$ cat src/hw/rtl/mxm_pkg.sv
package mxm_pkg;

	localparam int DATA_W  = 32;
	localparam int VEC_N   = 4;
	localparam int IDX_W   = 2;
	localparam int PROD_W  = 2 * DATA_W;
	// four products added exactly need two growth bits
	localparam int SUM_W   = PROD_W + 2;
	localparam int TDATA_W = 136;
	localparam int PAD_W   = TDATA_W - IDX_W - VEC_N * DATA_W;

	typedef enum logic {
		CMD_LOAD = 1'b0,
		CMD_MUL  = 1'b1
	} cmd_t;

	typedef logic signed [DATA_W-1:0] elem_t;
	typedef elem_t [VEC_N-1:0] vec_t;
	typedef logic signed [SUM_W-1:0] sum_t;
	typedef sum_t [VEC_N-1:0] sum_vec_t;

	// stage enables shared by all lanes
	typedef struct packed {
		logic en_s1;
		logic en_s2;
	} lane_ctl_t;

endpackage

$ cat src/hw/rtl/mxm_merge.sv
module mxm_merge (
	input  logic                          clk,
	input  logic                          arst_n,
	input  logic                          valid_s2,
	input  logic [mxm_pkg::IDX_W-1:0]     idx_s2,
	input  mxm_pkg::sum_vec_t             sums_s2,
	input  logic                          out_ready,
	output logic                          take,
	output logic                          out_valid_q,
	output logic [mxm_pkg::IDX_W-1:0]     out_idx_q,
	output mxm_pkg::vec_t                 out_vals_q,
	output logic                          out_ovf_q
);
	import mxm_pkg::*;

	vec_t sat_vals;
	logic ovf_d;
	logic [VEC_N-1:0] lane_ovf;

	// saturate each lane to 32 bits, any clipped lane flags overflow
	always_comb begin
		for (int r = 0; r < VEC_N; r++) begin
			lane_ovf[r] = !((&sums_s2[r][SUM_W-1:DATA_W-1]) ||
			               !(|sums_s2[r][SUM_W-1:DATA_W-1]));
			if (!lane_ovf[r]) begin
				sat_vals[r] = sums_s2[r][DATA_W-1:0];
			end else if (sums_s2[r][SUM_W-1]) begin
				sat_vals[r] = {1'b1, {(DATA_W-1){1'b0}}};
			end else begin
				sat_vals[r] = {1'b0, {(DATA_W-1){1'b1}}};
			end
		end
		ovf_d = |lane_ovf;
	end

	assign take = !out_valid_q || out_ready;

	always_ff @(posedge clk or negedge arst_n) begin
		if (!arst_n) begin
			out_valid_q <= 1'b0;
		end else if (take) begin
			out_valid_q <= valid_s2;
		end
	end

	always_ff @(posedge clk) begin
		if (take && valid_s2) begin
			out_idx_q  <= idx_s2;
			out_vals_q <= sat_vals;
			out_ovf_q  <= ovf_d;
		end
	end

endmodule

$ cat config.mk
export PLATFORM = sky130hd
export DESIGN_NAME = mxm_merge
export DESIGN_NICKNAME = d
export VERILOG_FILES = /design/src/hw/rtl/mxm_pkg.sv /design/src/hw/rtl/mxm_merge.sv
export SDC_FILE = /design/constraint.sdc
export NUM_CORES = 1
export LEC_CHECK = 0
export BUFFER_PORTS_ARGS = -buffer_cell sky130_fd_sc_hd__buf_2
export CORE_AREA = 2 2 158 160
export CTS_BUF_LIST = sky130_fd_sc_hd__clkbuf_4 sky130_fd_sc_hd__clkbuf_8 sky130_fd_sc_hd__clkbuf_16
export CTS_CLUSTER_SIZE = 25
export DETAILED_ROUTE_END_ITERATION = 6
export DIE_AREA = 0 0 160 162
export PLACE_DENSITY = 0.5
export SLEW_MARGIN = 5
export SYNTH_ARGS = -nofsm -noshare
export SYNTH_HDL_FRONTEND = slang
export SYNTH_SLANG_ARGS = --single-unit
$ cat constraint.sdc
create_clock -name clk -period 4.55 [get_ports clk]
set_input_delay 0.455 -clock clk [delete_from_list [all_inputs] [get_ports clk]]
set_output_delay 0.455 -clock clk [all_outputs]
set_load 0.05 [all_outputs]
==> reports/qor.yml <==
outcome:
  status: "finished clean"
worst_hold_path:
  min_from: "idx_s2[0]"
  hold_path_class: "in -> reg"
timing:
  period_share_pct: 44.32
  fmax_mhz: 495.9
  final_max_slew_viol_count: 0
  worst_slew_pin_slew_ps: 825.9
  final_hold_viol_count: 0
  fin_worst_skew_ps: 4.347
  period_needed_ps: 2016
  fin_ws_ps: 2534
  rsz0062_at_grt: "false"
  slew_headroom_pct: 44.94
  setup_viol: 0
  tns_ps: 0
  holdWs_ps: 222.9
die:
  die_x_microns: 160
  pin_count: 403
  design.core.area_sq_um: 24110
  core.rowCount: 57
  die_area_sq_um: 25920
  initial_core_util_pct: 24.53
  fp.dieH_microns: 162
drt:
  drcViolationCount: 0
  routed_wl_mm: 18.30
  dr_total_vias: 5066
  drt-initial-drc-count: 266
  avgViaCountPerCell: 4.460
  dr.pass1.iters: 4
  wl_per_cell_microns: 16.11
  ant_nets: 0
yosys:
  synth_area_leaders: "edfxtp_1 (67%), a21o_1 (15%), buf_6 (4.6%), nand4_1 (3.9%), nor4_1 (3.8%)"
  synth_top_area_share_pct: 66.54
  synthArstFlopShare_pct: 0.7576
  synth.top_cells.by_count: "edfxtp_1 (131), a21o_1 (121), nand4_1 (37), nor4_1 (36), buf_6 (24)"
  yosys_register_bits: 132
  synth_cell_types: 19
  synth_area_sq_um: 5912
  yosysSeqAreaShare_pct: 66.96
  synth_top_area_cell: "edfxtp_1"
  ys.flop_type: "edfxtp_1"
  syn_nets: 670
  synth.most_common_cell: "edfxtp_1"
  avgSynthCellArea_sq_um: 14.78
  syn_inst: 400
  ys.warnings.count: 0
  synth-edff-count: 131
critical_path:
  crit_chain: "nand2b_1 -> and2_4 -> buf_12"
  cp-startpoint: "out_valid_q"
  critPathMaxFanout: 73
  crit_type: "reg -> reg"
  end_kind: "flip-flop"
  crit_arrival_ps: 2070
  start_kind: "flip-flop"
  cp_data_required_time_ps: 4610
  worstReg2RegStart: "out_valid_q"
  cpLargestDelayFamily: "simple AND/OR/NAND/NOR gates"
  slowest_delay_ps: 670
  critPathBufInv: 1
  slowest_stage: "and2_4"
placed_design:
  place_inst: 1103
  place_ws_ps: 2261
  portBuffers: 402
  place_area_sq_um: 8102
  hpwl_mm: 13.69
  place_congestion: 0.7960
global_route:
  overflow: 0
  grt_pass1_wl_mm: 27.26
  antenna_found_initial: 0
  grt_max_degree: 74
  track_usage_pct: 13.66
  grt_pass1_vias: 4953
layout:
  drive_above_1_share_pct: 55.79
  diodes: 0
  fillers: 2452
  multiInputGateArea_sq_um: 1675
  regArea_sq_um: 3959
  area_growth_syn_to_layout_pct: 47.45
  final_area_sq_um: 8717
  nets: 1069
  final_cells: 1136
clock_tree:
  clk_pin_slew_ps: 60
  cts_tree: "built"
  clock_tree.buffer_depth: 2
  clk_latency_ps: 410
  cts_buffers: 17
  cts-root-buf: "clkbuf_16"
  clock_sinks: 132
  postCtsSetupBuffers: 0
  htreeDepth: 4
pwr:
  p_per_area_nw_per_um2: 388.5
  p_leak_nw: 4.154
  ir_drop_v: 0.0002632
run:
  max_cap_viol_count: 0
-- power by group --
part	leakage, nW	switching (mW)	total (mW)	internal, mW
clock network	0.294	0.546	1.41	0.868
registers	1.26	0.0155	1.43	1.42
logic	2.60	0.371	0.539	0.168
total	4.15	0.933	3.39	2.45
-- state kept, by name (all words and copies together) (netlist names) --
register     cells
out_valid_q      1
out_idx_q        2
out_ovf_q        1
out_vals_q     128
-- path summary, 6_finish.rpt --
check	to	slack (ps)	cells after the start
setup / recovery	out_vals_q[113]	2530	3
hold / removal	out_idx_q[0]	220	1
setup reg to reg	out_vals_q[113]	2530	3
hold reg to reg	out_valid_q	550	2
max in group asynchronous	out_valid_q	4110	2
min in group asynchronous	out_valid_q	350	2
-- metrics by stage --
stage / power [mW] / utilization (%)
after global placement: 2.000 / 33.61
after detailed placement: 2.004 / 33.61
final: 3.387 / 36.16
after global routing: 3.520 / 36.16
after floorplan: 1.790 / -
after CTS: 3.439 / 36.16
-- cell families after synthesis --
family                 Yosys count  share of synthesized area [%]
AOI/OAI and AO/OA              124                          15.81
and+or+nand+nor                116                          12.15
buffers and inverters           28                          5.079
DFF                            132                          66.96
-- worst register-to-register path: cells and delay by family, from the launching register on --
family | cells | cell delay, ps
buffers and inverters | 1 | 420
flip-flops | 1 | 380
AND/OR/NAND/NOR | 2 | 780
-- repair_timing --
item                                   in CTS  in global routing
setup endpoints to repair                   0                  0
gates resized for setup                     0                  0
endpoints found under the hold margin       1                  0
hold buffers                                1                  0
-- metal layers --
metal | up-vias | routed length [microns] | global-route usage, %
li1 | 2425 | - | -
met5 | - | 0 | 0
met1 | 2391 | 7238 | 15.60
met3 | 13 | 1737 | 5.848
met4 | 0 | 206 | 3.481
met2 | 237 | 9121 | 23.63
-- layout by cell type (no fill, tap or decap) --
| master | synthesis | routed |
|---|---|---|
| nor3_2 | 4 | 4 |
| nand4_1 | 37 | 37 |
| a21o_1 | 121 | 121 |
| clkinv_1 | 0 | 2 |
| nand2_1 | 4 | 4 |
| buf_4 | 0 | 4 |
| dfrtp_1 | 1 | 1 |
| dlygate4sd3_1 | 0 | 1 |
| clkinv_2 | 0 | 1 |
| clkbuf_16 | 0 | 17 |
| buf_2 | 0 | 402 |
| edfxtp_1 | 131 | 131 |
| a21o_2 | 3 | 3 |
| nor3b_2 | 0 | 4 |
| buf_12 | 0 | 1 |
| clkinvlp_4 | 0 | 1 |
| nand3_1 | 12 | 12 |
| or2b_4 | 3 | 3 |
| and2_4 | 0 | 1 |
| clkinv_4 | 0 | 4 |
| or2b_2 | 1 | 1 |
| nor4_1 | 36 | 36 |
| nor3_1 | 8 | 8 |
| nor2_1 | 4 | 4 |
| nand2b_1 | 2 | 2 |
| bufinv_16 | 0 | 3 |
| inv_6 | 0 | 4 |
-- area by class of cell --
type | instances | share of cell area, %
multi-input cells | 240 | 19.22
well taps | 324 | 4.650
repair buffers | 408 | 23.77
clock inverters | 15 | 2.067
flip-flops and latches | 132 | 45.41
clock buffers | 17 | 4.880
No activity file was read; power rests on OpenSTA's default activity.
